===== config.mk =====
export PLATFORM = sky130hd
export DESIGN_NAME = intel_hex_record_parser_core
export DESIGN_NICKNAME = d
export VERILOG_FILES = /design/src/sv/ihex_pkg.sv /design/src/sv/ihex_step.sv /design/src/sv/intel_hex_record_parser_core.sv
export SDC_FILE = /design/constraint.sdc
export NUM_CORES = 1
export LEC_CHECK = 0
export ABC_CLOCK_PERIOD_IN_PS = 4700
export BUFFER_PORTS_ARGS = -buffer_cell sky130_fd_sc_hd__clkbuf_2
export CAP_MARGIN = 20
export CORE_MARGIN = 3
export CORE_UTILIZATION = 45
export DETAILED_ROUTE_END_ITERATION = 10
export GPL_TIMING_DRIVEN = 1
export PLACE_DENSITY = 0.7
export SLEW_MARGIN = 25
export SYNTH_ARGS = -nofsm -noshare
export SYNTH_HDL_FRONTEND = slang
export SYNTH_SLANG_ARGS = --single-unit

===== constraint.sdc =====
create_clock -name clk -period 4.7 [get_ports clk]
set_input_delay 0.94 -clock clk [delete_from_list [all_inputs] [get_ports clk]]
set_output_delay 0.94 -clock clk [all_outputs]
set_load 0.005 [all_outputs]

===== src/sv/ihex_pkg.sv =====
package ihex_pkg;

    localparam logic [7:0] COLON_CHAR = 8'h3A;

    // record types
    localparam logic [7:0] REC_DATA    = 8'h00;
    localparam logic [7:0] REC_EOF     = 8'h01;
    localparam logic [7:0] REC_EXT_LIN = 8'h04;

    // event codes
    localparam logic [2:0] KIND_DATA     = 3'd0;
    localparam logic [2:0] KIND_ACCEPT   = 3'd1;
    localparam logic [2:0] KIND_EOF      = 3'd2;
    localparam logic [2:0] KIND_MISMATCH = 3'd3;
    localparam logic [2:0] KIND_BADHEX   = 3'd4;

    typedef enum logic [3:0] {
        PH_HUNT    = 4'd0,
        PH_LEN     = 4'd1,
        PH_ADDR_HI = 4'd2,
        PH_ADDR_LO = 4'd3,
        PH_TYPE    = 4'd4,
        PH_DATA    = 4'd5,
        PH_CSUM    = 4'd6,
        PH_DONE    = 4'd7,
        PH_ERROR   = 4'd8
    } phase_t;

    typedef struct packed {
        phase_t      phase;
        logic        digit_count;
        logic [3:0]  high_nibble;
        logic [7:0]  bytes_left;
        logic [15:0] offset_address;
        logic [7:0]  type_reg;
        logic [7:0]  running_sum;
        logic [15:0] upper_address;
        logic [15:0] pending_upper;
        logic [7:0]  byte_index;
    } parse_state_t;

    typedef struct packed {
        logic        valid;
        logic [2:0]  kind;
        logic [31:0] address;
        logic [7:0]  data;
        logic [7:0]  rec_kind;
    } parse_result_t;

    // hex digit decode, bit 4 set for a valid digit
    function automatic logic [4:0] hex_nibble(input logic [7:0] c);
        logic [7:0] d;
        begin
            d = 8'h00;
            case (c) inside
                [8'h30:8'h39]:
                begin
                    d = c - 8'h30;
                    hex_nibble = {1'b1, d[3:0]};
                end
                [8'h61:8'h66]:
                begin
                    d = c - 8'h57;
                    hex_nibble = {1'b1, d[3:0]};
                end
                [8'h41:8'h46]:
                begin
                    d = c - 8'h37;
                    hex_nibble = {1'b1, d[3:0]};
                end
                default:
                begin
                    hex_nibble = 5'b0_0000;
                end
            endcase
        end
    endfunction

endpackage


===== src/sv/ihex_step.sv =====
module ihex_step
    import ihex_pkg::*;
(
    input  parse_state_t  cur,
    input  logic [7:0]    character,
    input  logic          check_enable,
    output parse_state_t  nxt,
    output parse_result_t res
);

    logic [4:0]  nib;
    logic [7:0]  pair_byte;
    logic [7:0]  sum_next;
    logic        sum_bad;
    logic        pair_done;

    assign nib       = hex_nibble(character);
    assign pair_byte = {cur.high_nibble, nib[3:0]};
    assign sum_next  = cur.running_sum + pair_byte;
    assign sum_bad   = check_enable && (sum_next != 8'h00);
    assign pair_done = nib[4] && cur.digit_count;

    // next state
    always_comb
    begin
        nxt = cur;
        case (cur.phase)
            PH_HUNT:
            begin
                if (character == COLON_CHAR)
                begin
                    nxt                = '0;
                    nxt.phase          = PH_LEN;
                    nxt.upper_address  = cur.upper_address;
                end
            end
            PH_DONE, PH_ERROR:
            begin
                nxt = cur;
            end
            default:
            begin
                if (!nib[4])
                begin
                    nxt.phase = PH_ERROR;
                end
                else if (!cur.digit_count)
                begin
                    nxt.high_nibble = nib[3:0];
                    nxt.digit_count = 1'b1;
                end
                else
                begin
                    nxt.digit_count = 1'b0;
                    nxt.running_sum = sum_next;
                    case (cur.phase)
                        PH_LEN:
                        begin
                            nxt.bytes_left = pair_byte;
                            nxt.phase      = PH_ADDR_HI;
                        end
                        PH_ADDR_HI:
                        begin
                            nxt.offset_address = {pair_byte, 8'h00};
                            nxt.phase          = PH_ADDR_LO;
                        end
                        PH_ADDR_LO:
                        begin
                            nxt.offset_address = {cur.offset_address[15:8], pair_byte};
                            nxt.phase          = PH_TYPE;
                        end
                        PH_TYPE:
                        begin
                            nxt.type_reg = pair_byte;
                            nxt.phase    = (cur.bytes_left != 8'h00) ? PH_DATA : PH_CSUM;
                        end
                        PH_DATA:
                        begin
                            if (cur.byte_index == 8'h00)
                                nxt.pending_upper = {pair_byte, 8'h00};
                            else if (cur.byte_index == 8'h01)
                                nxt.pending_upper = {cur.pending_upper[15:8], pair_byte};
                            nxt.byte_index = cur.byte_index + 8'h01;
                            nxt.bytes_left = cur.bytes_left - 8'h01;
                            if (cur.bytes_left == 8'h01)
                                nxt.phase = PH_CSUM;
                        end
                        PH_CSUM:
                        begin
                            nxt.phase = PH_HUNT;
                            if (!sum_bad)
                            begin
                                if (cur.type_reg == REC_EOF)
                                    nxt.phase = PH_DONE;
                                else if (cur.type_reg == REC_EXT_LIN)
                                    nxt.upper_address = cur.pending_upper;
                            end
                        end
                        default:
                        begin
                            nxt.phase = PH_HUNT;
                        end
                    endcase
                end
            end
        endcase
    end

    // result
    always_comb
    begin
        res          = '0;
        res.rec_kind = cur.type_reg;
        case (cur.phase)
            PH_HUNT, PH_DONE, PH_ERROR:
            begin
                res.valid = 1'b0;
            end
            default:
            begin
                if (!nib[4])
                begin
                    res.valid = 1'b1;
                    res.kind  = KIND_BADHEX;
                end
                else if (pair_done && cur.phase == PH_DATA && cur.type_reg == REC_DATA)
                begin
                    res.valid   = 1'b1;
                    res.kind    = KIND_DATA;
                    res.address = {cur.upper_address, 16'h0000}
                                + {16'h0000, cur.offset_address}
                                + {24'h000000, cur.byte_index};
                    res.data    = pair_byte;
                end
                else if (pair_done && cur.phase == PH_CSUM)
                begin
                    res.valid = 1'b1;
                    if (sum_bad)
                        res.kind = KIND_MISMATCH;
                    else if (cur.type_reg == REC_EOF)
                        res.kind = KIND_EOF;
                    else
                        res.kind = KIND_ACCEPT;
                end
            end
        endcase
    end

endmodule


===== src/sv/intel_hex_record_parser_core.sv =====
// Intel HEX record parser. Takes the file text one character per request and
// reports data bytes with their full 32-bit address, accepted records, end of
// file, checksum mismatches and bad hex digits. One character is taken every
// clock cycle when the result side keeps up; a character passes an input
// register and the parse logic into the result register; a held character is
// parsed only once the result register can take its event. The rate is set
// by the single parse step (nibble decode, 8-bit running sum, 32-bit address add)
// between those two registers. After end of file or a bad hex digit the block
// takes characters but reports nothing more until reset. check_enable (reset 1)
// is written through cfg_we/cfg_data; the user must write it only while the
// block is idle, and the block itself does not enforce this.
module intel_hex_record_parser_core
    import ihex_pkg::*;
(
    input  logic        clk,
    input  logic        rst_n,

    // configuration
    input  logic        cfg_we,
    input  logic        cfg_data,

    // character stream
    input  logic        in_valid,
    output logic        in_ready,
    input  logic [7:0]  character,

    // event stream
    output logic        out_valid,
    input  logic        out_ready,
    output logic [2:0]  event_kind,
    output logic [31:0] byte_address,
    output logic [7:0]  data_byte,
    output logic [7:0]  record_kind
);

    logic          check_enable_reg;
    logic          in_valid_reg;
    logic          in_valid_next;
    logic [7:0]    char_reg;
    parse_state_t  state_reg;
    parse_state_t  state_next;
    parse_result_t step_res;
    logic          step_fire;
    logic          out_valid_reg;
    logic          out_valid_next;
    parse_result_t out_reg;

    // a held character is parsed once the result register can take its event
    assign step_fire = in_valid_reg && (!out_valid_reg || out_ready);
    assign in_ready  = !in_valid_reg || step_fire;

    always_comb
    begin
        if (in_valid && in_ready)
            in_valid_next = 1'b1;
        else if (step_fire)
            in_valid_next = 1'b0;
        else
            in_valid_next = in_valid_reg;
    end

    always_comb
    begin
        if (step_fire)
            out_valid_next = step_res.valid;
        else if (out_ready)
            out_valid_next = 1'b0;
        else
            out_valid_next = out_valid_reg;
    end

    // parse logic for one character
    ihex_step u_step (
        .cur          (state_reg),
        .character    (char_reg),
        .check_enable (check_enable_reg),
        .nxt          (state_next),
        .res          (step_res)
    );

    // control state
    always_ff @(posedge clk or negedge rst_n)
    begin
        if (!rst_n)
        begin
            check_enable_reg <= 1'b1;
            in_valid_reg     <= 1'b0;
            out_valid_reg    <= 1'b0;
            state_reg        <= '0;
        end
        else
        begin
            if (cfg_we)
                check_enable_reg <= cfg_data;
            in_valid_reg  <= in_valid_next;
            out_valid_reg <= out_valid_next;
            if (step_fire)
                state_reg <= state_next;
        end
    end

    // payload registers
    always_ff @(posedge clk)
    begin
        if (in_valid && in_ready)
            char_reg <= character;
        if (step_fire && step_res.valid)
            out_reg <= step_res;
    end

    assign out_valid    = out_valid_reg;
    assign event_kind   = out_reg.kind;
    assign byte_address = out_reg.address;
    assign data_byte    = out_reg.data;
    assign record_kind  = out_reg.rec_kind;

`ifndef SYNTHESIS
    // end of file is final until reset
    assert property (@(posedge clk) disable iff (!rst_n)
        state_reg.phase == PH_DONE |=> state_reg.phase == PH_DONE)
        else $error("parser left end-of-file state");

    // no events once a bad digit was seen
    assert property (@(posedge clk) disable iff (!rst_n)
        step_fire && state_reg.phase == PH_ERROR |-> !step_res.valid)
        else $error("event produced in error state");

    // data byte events only come from data records
    assert property (@(posedge clk) disable iff (!rst_n)
        out_valid && event_kind == KIND_DATA |-> record_kind == REC_DATA)
        else $error("data byte from non-data record");

    // only data byte events carry address and data
    assert property (@(posedge clk) disable iff (!rst_n)
        out_valid && event_kind != KIND_DATA |-> byte_address == 32'h0 && data_byte == 8'h0)
        else $error("non-data event carries payload");
`endif

endmodule

==> impl_summary.md, run 1 <==
Timing
The time the final worst path needs with I/O delays and setup is 4.324 ns. The final number of max-transition violations is 0. The final count of negative-setup-slack endpoints is 0.

Setup total negative slack on the finished layout was measured at 0 ns. Across the routed clock network, the largest skew measured is 0.01335 ns. Based on the critical path, the design can be clocked at up to 231.3 MHz.

The fraction of the cycle the final worst path needs is 0.9200. The worst-case headroom to the max-slew limit is 0.3313. At the pin with the least slew margin, the transition time is 0.9970 ns. Setup repair after global routing left no endpoint under its margin.

The total count of hold-check failures in the final report is 0.

Worst setup path
STA puts the critical path data arrival time at 4.64 ns. The reg-to-reg critical path startpoint is char_reg[0]. The number of cells traversed by the worst register-to-register path is 15. The kind of critical path is flop to flop. STA classifies the critical path endpoint as a flop. The maximum fanout along the worst path is 16. The required time of the critical path is 5.01 ns.

The worst-case register-to-register setup slack is 0.38 ns. The endpoint identified for the worst register-to-register timing path is state_reg[27]. The kind of start point of the critical path is a flop.

Pwr
Of the total power, combinational logic draws 0.179. The ratio of total power to cell area is 420.9 mW/mm^2. Summed over all cells, the static leakage comes to 3.586 nW. Of the total power, registers draw 0.455.

The net switching power of the design is 1.088 mW. The internal power of the cells totals 2.534 mW. The switching fraction of total power is 0.3004.

The share of total power dissipated in the clock network is 0.366. The peak ir drop on the vdd network is 0.2893 mV.

Logic synthesis
The total of warnings raised by yosys is 0. Summing every instance area after synthesis gives 0.007457 mm^2. The count of cell types in the netlist is 66. The per-instance average area after synthesis is 10.46 um^2. The synthesized net count is 753. The prevailing post-synth register cell is dfrtp_1. The portion of the post-synthesis area used by sequential elements is 0.5465.

In this run, synthesis produced a sequential element count of 151. The cell count after synthesis came out at 713. Counting flops with an async set or reset pin after synthesis yields a share of 0.6093. The synthesized design contains 59 enable-type register cells.

Place
Detailed placement finished with a half-perimeter wire length of 12.62 mm. At the end of routability-driven placement, the weighted congestion stood at 0.9006. In this run the tool buffered the top-level ports with 66 buffer cells.

Floorplan
The starting density of the core is 0.4644. The number of top-level pins is 67. From bottom edge to top edge, the die measures 134.7 um. The floorplan step defined a die boundary enclosing 0.01815 mm^2. The floorplan step defined a core boundary enclosing 0.01606 mm^2. In this run the horizontal extent of the chip is 134.7 um. The site row count is 46.

GRT
The global-route wire length before repair is 28.27 mm. The number of global-route vias before repair is 5436. Across every metal layer, demand over resource in global routing totals 0.1989. Summed over all layers, the global routing overflow is 0. The initial antenna violation count is 0. Entering global routing, the biggest net connects 61 pins.

Flow run
The count of max-cap constraint violations is 0.

Routing
The average via count per standard cell is 5.692. The DRC violations left is 0. The routed design has 17.41 mm of wire. The final route contains 5749 vias.

The antenna violation net count after detailed routing is 0. The routed length per placed instance is 17.23 um. The number of iterations in the first detailed-routing pass is 5. After the first detailed-routing iteration, the DRC count stood at 445.

CTS
The maximum buffer depth of the clock tree is 2. The later pin in the worst-skew pair is clocked with a latency of 0.43 ns. The H-tree was split into 4 levels.

The number of buffers inserted to repair setup after CTS is 0. The clock transition at the registers of the reported paths is 0.06 ns. The clock tree root buffer cell is clkbuf_16. For this design, the sink count on the clock tree is 151.

The post-cts repair resize count is 0. The number of clock buffers inserted by TritonCTS is 17. TritonCTS built the clock tree. The post-cts hold buffer count is 0.

Run status
The flow ran to the end, and the final reports show no timing, DRC or antenna violations.

Worst hold path
The critical hold path startpoint is state_reg[15]. The worst hold-check path type is flop to flop. The number of cells on the worst hold path is 2. The capture endpoint of the worst hold path is state_reg[15].

Final layout
The post-route core utilization is 0.5360. The area growth from synthesis to layout is 15.42%. The antenna diode instance count is 0. At the end of the flow, the number of nets in the layout was 821. The flip-flop count of the largest register after layout is 89. Of the cells placed in the final design, the portion with a size suffix greater than 1 is 0.1599.
## power by group through the flow
stage	Clock, mW	Sequential [mW]	Combinational (mW)
after detailed placement	0	1.67	0.640
after CTS	1.35	1.64	0.643
after global placement	0	1.66	0.627
after floorplan	0	1.64	0.417
after global routing	1.41	1.67	0.728
final	1.33	1.65	0.649
## layer usage
metal | share of wire | routed length [um] | track usage
met4 | 0.024 | 426 | 0.08371
met2 | 0.46 | 8055 | 0.3060
met5 | 0 | 0 | 0
met3 | 0.064 | 1118 | 0.04322
met1 | 0.45 | 7806 | 0.2745
## worst max path at each step
stage / from / endpoint / slack (ns) / cells past startpoint
floorplan: char_reg[0] / state_reg[30] / 0.89 / 18
global placement: char_reg[0] / state_reg[26] / 0.39 / 15
detailed placement: char_reg[0] / state_reg[27] / 0.12 / 15
CTS: char_reg[0] / state_reg[27] / 0.1 / 15
global route: char_reg[1] / state_reg[27] / 0.15 / 17
finish: char_reg[0] / state_reg[27] / 0.38 / 15
## synth_stat cells, drive strengths merged (4+ instances only)
cell | instances | share of area
a21oi | 23 | 0.015
xnor2 | 8 | 0.0094
nand3 | 20 | 0.015
ha | 24 | 0.040
and4 | 5 | 0.0059
a32o | 5 | 0.0067
clkbuf | 19 | 0.0096
nor2 | 80 | 0.040
o211ai | 4 | 0.0040
nor3 | 16 | 0.011
or2 | 5 | 0.0042
and3 | 9 | 0.0077
edfxtp | 59 | 0.24
a22o | 35 | 0.042
a21o | 5 | 0.0050
dfrtp | 91 | 0.31
a211oi | 5 | 0.0050
nand2 | 82 | 0.041
nand4 | 7 | 0.0059
or3 | 4 | 0.0034
a31oi | 9 | 0.0075
inv | 29 | 0.015
xor2 | 25 | 0.029
o31ai | 11 | 0.011
nor4 | 4 | 0.0042
nand2b | 8 | 0.0067
nor2b | 7 | 0.0059
buf | 6 | 0.0067
and2 | 4 | 0.0034
o21ai | 65 | 0.044
## worst max-delay path: stages (launching register included)
cell      delay (ns)
edfxtp_1        0.47
inv_1           0.15
ha_1            0.19
inv_1           0.07
o311a_2         0.39
or2_1           0.38
o21ai_0         0.23
inv_1           0.17
ha_1            0.38
nand2_1         0.07
o31ai_1         0.45
and3_1          0.22
o31a_1          0.18
a31oi_1         0.10
or3_4           0.44
a22o_2          0.29
## stage by stage
stage                     hold slack, ns  worst slack, ns  power (mW)  std cells  instance area [um^2]
after floorplan                   0.4468           0.8873       2.058        713                  7463
after global placement            0.4647           0.3936       2.292        977                  8015
after detailed placement          0.4713           0.1179       2.308        977                  8015
after CTS                         0.4860          0.09931       3.634       1009                  8589
after global routing              0.5035           0.1504       3.805       1010                  8607
final                             0.4817           0.3758       3.623       1010                  8607
## kinds of logic after synthesis
logic type	count (synthesis)	share of synthesized area
buffers and inverters	54	0.03087
multiplexers	3	0.004362
adder cells (fa/ha/maj)	26	0.04564
flip-flops	151	0.5465
AO/OA/AOI/OAI	187	0.1691
AND/OR/NAND/NOR	259	0.1648
XOR/XNOR	33	0.03876
## cell usage in the layout, fill, tap and decap left out, types with 3 or more instances in the layout
cell       netlist  routed
a211oi_1         5       5
a21o_1           5       5
a21oi_1         23      23
a22o_1          28      28
a22o_2           7       7
a22oi_1          3       3
a31oi_1          9       8
a32o_1           5       5
and2_1           4       4
and3_1           8       8
and4_1           5       5
buf_4            0       8
clkbuf_16        0      17
clkbuf_2         0      65
clkinv_2         0       5
dfrtp_1         91      91
edfxtp_1        59      59
ha_1            24      24
inv_1           29      29
nand2_1         82      82
nand2b_1         8       8
nand3_1         19      19
nand4_1          7       7
nor2_1          80      79
nor2b_1          7       7
nor3_1          16      16
nor4_1           3       3
o211ai_1         4       4
o21a_1           3       3
o21ai_0         62      62
o21ai_1          3       3
o31ai_1         11      11
or2_2            4       4
or3_1            4       3
xnor2_1          8       8
xor2_1          25      25
## cell type report
type	count	area (um^2)
inverter	29	108.9
multi-input combinational	508	3188
sequential	151	4075
tap	216	270.3
clock inverter	12	127.6
timing repair buffer	74	390.4
clock buffer	20	446.7
fill	1389	7451
Power figures use the tool's default switching activity.
==> run 2: changes to the inputs <==
--- a/config.mk
+++ b/config.mk
@@ -10,6 +10,7 @@
 export CAP_MARGIN = 20
 export CORE_MARGIN = 3
 export CORE_UTILIZATION = 45
+export CTS_BUF_LIST = sky130_fd_sc_hd__clkbuf_4 sky130_fd_sc_hd__clkbuf_8
 export DETAILED_ROUTE_END_ITERATION = 10
 export GPL_TIMING_DRIVEN = 1
 export PLACE_DENSITY = 0.7
==> run 2 against run 1 <==
Net effect:
- clock power is 26% lower
- final cell count is the same
- die area unchanged
==> impl_summary.md, run 2 (synthesis gave the netlist of run 1 again) <==
CTS
The clock tree root buffer cell is clkbuf_8 (was clkbuf_16). The deepest level of the CTS H-tree is 4 (unchanged). The maximum buffer depth of the clock tree is 2 (unchanged). The TritonCTS sink count is 151 (unchanged). The post-cts hold buffer count is 0 (unchanged).

The CTS tree is built (unchanged). The later-pin clock latency in the skew report was 0.46 ns (was 0.43 ns). The number of clock buffers inserted by TritonCTS is 17 (unchanged). The clock transition at the registers of the reported paths was 0.09 ns (was 0.06 ns).

Pwr
The fraction of power consumed by sequential logic is 0.501 (was 0.455). The clock share of power is 0.301 (was 0.366). The net switching power of the design is 1.050 mW (was 1.088 mW). The total power came to 3.284 mW (was 3.623 mW).

The peak ir drop on the vdd network was 0.2242 mV (was 0.2893 mV). The relative contribution of combinational cells to total power is 0.199 (was 0.179). The ratio of total power to cell area is 389.8 mW/mm^2 (was 420.9 mW/mm^2). The leakage power total is 3.506 nW (was 3.586 nW). The internal power is 2.234 mW (was 2.534 mW).

The switching fraction of total power is 0.3197 (was 0.3004).

Place
The estimated wirelength of the detail-placed design was 12.62 mm (unchanged). The global placer's final weighted congestion is 0.9006 (unchanged). The number of buffers added on ports was 66 (unchanged).

Timing
The final count of negative-setup-slack endpoints is 0 (unchanged). The total count of hold-check failures in the final report is 0 (unchanged). The final worst clock skew is 0.01586 ns (was 0.01335 ns). The setup total negative slack is 0 ns (unchanged). The worst-case headroom to the max-slew limit is 0.3227 (was 0.3313). The final number of max-transition violations is 0 (unchanged). The fraction of the cycle the final worst path needs came to 0.9252 (was 0.9200). The time the final worst path needs with I/O delays and setup is 4.348 ns (was 4.324 ns). Setup repair after global routing missed its margin: no (unchanged). The measured slew at the worst slew-check pin came to 1.010 ns (was 0.9970 ns). The maximum clock frequency came to 230.0 MHz (was 231.3 MHz).

Worst setup path
The arrival time at the worst endpoint is 4.70 ns (was 4.64 ns). The maximum fanout along the worst path is 16 (unchanged). The reg-to-reg critical path startpoint is char_reg[0] (unchanged). The capturing element type of the critical path is a flop (unchanged). Series of cell instances along the critical path: inv_1 > ha_1 > inv_1 > o311a_2 > or2_1 > o21ai_0 > inv_1 > ha_1 > nand2_1 > o31ai_1 > and3_1 > o31a_1 > a31oi_1 > or3_4 > a22o_2 (unchanged). The required time of the critical path is 5.05 ns (was 5.01 ns).

The kind of start point of the critical path is a flop (unchanged). The slowest library cell on the worst path was edfxtp_1 (unchanged). The number of cells traversed by the worst register-to-register path is 15 (unchanged). The worst-case register-to-register setup slack came to 0.35 ns (was 0.38 ns). The kind of critical path is flop to flop (unchanged). The endpoint of the worst-slack reg-to-reg timing path was state_reg[26] (was state_reg[27]).

The cell seen most often among critical-path stages was inv_1 (unchanged). The largest stage delay on the critical path is 0.48 ns (was 0.47 ns).

Worst hold path
The worst hold-check path type was flop to flop (unchanged). The number of cells on the worst hold path is 0 (was 2). The critical hold path startpoint was state_reg[53] (was state_reg[15]). The capture endpoint of the worst hold path is record_kind[5] (was state_reg[15]).

Final layout
The commonest non-fill, non-tap cell in the layout is dfrtp_1 (unchanged). The fraction of layout cells with a size suffix above 1 was 0.1625 (was 0.1599). The final net count came to 821 (unchanged). The flip-flop count of the largest register after layout is 89 (unchanged). Commonest cells after routing, fill and taps aside: dfrtp_1, nand2_1, nor2_1 (unchanged). The antenna diode instance count came to 0 (unchanged). The synthesis-to-finish area growth was 12.95% (was 15.42%).

GRT
The met2 usage in global routing is 0.3071 (was 0.3060). The global routing usage on met3 is 0.04806 (was 0.04322). The global routing met1 resource utilization is 0.2698 (was 0.2745). The most congested layer reported by global routing was met2 (unchanged). The global-route wire length before repair came to 28.15 mm (was 28.27 mm). The global-route usage over all layers is 0.1987 (was 0.1989). The overflow left after global routing is 0 (unchanged). The number of global-route vias before repair was 5419 (was 5436). The initial antenna violation count is 1 (was 0). The pin count of the biggest net entering global routing came to 61 (unchanged).

Floorplan
The floorplan die height is 134.7 um (unchanged). The site row count was 46 (unchanged). The die footprint was 0.01815 mm^2 (unchanged). The placeable core area was 0.01606 mm^2 (unchanged). The starting density of the core is 0.4644 (unchanged). The number of top-level pins was 67 (unchanged).

The chip width is 134.7 um (unchanged).

Routing
The DRC violations left is 0 (unchanged). The DRC violation total after the first TritonRoute iteration is 389 (was 445). The number of iterations in the first detailed-routing pass is 5 (unchanged).

The antenna violation net count after detailed routing is 0 (unchanged). The routed length per placed instance is 17.17 um (was 17.23 um). The total via count after detailed routing is 5739 (was 5749). The detailed-route wire length came to 17.34 mm (was 17.41 mm).

The average via count per standard cell is 5.682 (was 5.692).

Run status
Outcome: completed (unchanged).

Flow run
The count of max-cap constraint violations came to 0 (unchanged).
[run 2: cell types whose count changed in the layout (fill, tap and decap cells not counted)]
cell / change
clkbuf_1: -2
clkbuf_16: -17
clkbuf_4: +2
clkbuf_8: +17
[run 2: timing repair]
action	in CTS	in global routing
resized for setup	0	3
endpoints found under the setup margin	0	16
setup buffers	0	0
[run 2: critical path: cells and delay by family, from the launching register on]
family,cells,cell delay [ns]
AND/OR/NAND/NOR,4,1.14
flip-flops,1,0.48
buffers and inverters,3,0.37
AO/OA/AOI/OAI,6,1.66
adder cells (fa/ha/maj),2,0.57
[run 2: worst max path at each step]
stage	startpoint	end	slack, ns	cells after the start
3_3_place_gp	char_reg[0]	state_reg[26]	0.39	15
3_5_place_dp	char_reg[0]	state_reg[27]	0.12	15
2_1_floorplan	char_reg[0]	state_reg[30]	0.89	18
4_1_cts	char_reg[0]	state_reg[27]	0.07	15
6_report	char_reg[0]	state_reg[26]	0.35	15
5_1_grt	char_reg[0]	state_reg[27]	0.13	15
[run 2: cell type report]
class | count | area [um^2]
Timing Repair Buffer | 74 | 390.4
Clock inverter | 12 | 127.6
Clock buffer | 20 | 262.8
Inverter | 29 | 108.9
Sequential cell | 151 | 4075
Fill cell | 1419 | 7635
Multi-Input combinational cell | 508 | 3188
Tap cell | 216 | 270.3
[run 2: power by group through the flow]
stage	clock (mW)	sequential [mW]	combinational, mW
detailed placement	0	1.67	0.640
finish	0.987	1.64	0.652
floorplan	0	1.64	0.417
CTS	1.00	1.64	0.643
global placement	0	1.66	0.627
global route	1.07	1.66	0.727
[run 2: per-stage QoR]
stage	setup slack [ns]	cell area, um^2	cells	hold WS, ns	util
6_report	0.3517	8423	1010	0.4848	0.5245
5_1_grt	0.1336	8423	1010	0.5088	0.5245
4_1_cts	0.06990	8406	1009	0.4905	0.5235
3_5_place_dp	0.1179	8015	977	0.4713	0.4991
3_3_place_gp	0.3936	8015	977	0.4647	0.4991
2_1_floorplan	0.8873	7463	713	0.4468	-
[run 2: routing by layer]
layer | vias up | part of all wire | wire length, um
met5 | - | 0.00075 | 13
met4 | 2 | 0.031 | 531
met3 | 41 | 0.074 | 1281
met2 | 243 | 0.46 | 8011
met1 | 2722 | 0.43 | 7499
li1 | 2731 | - | -
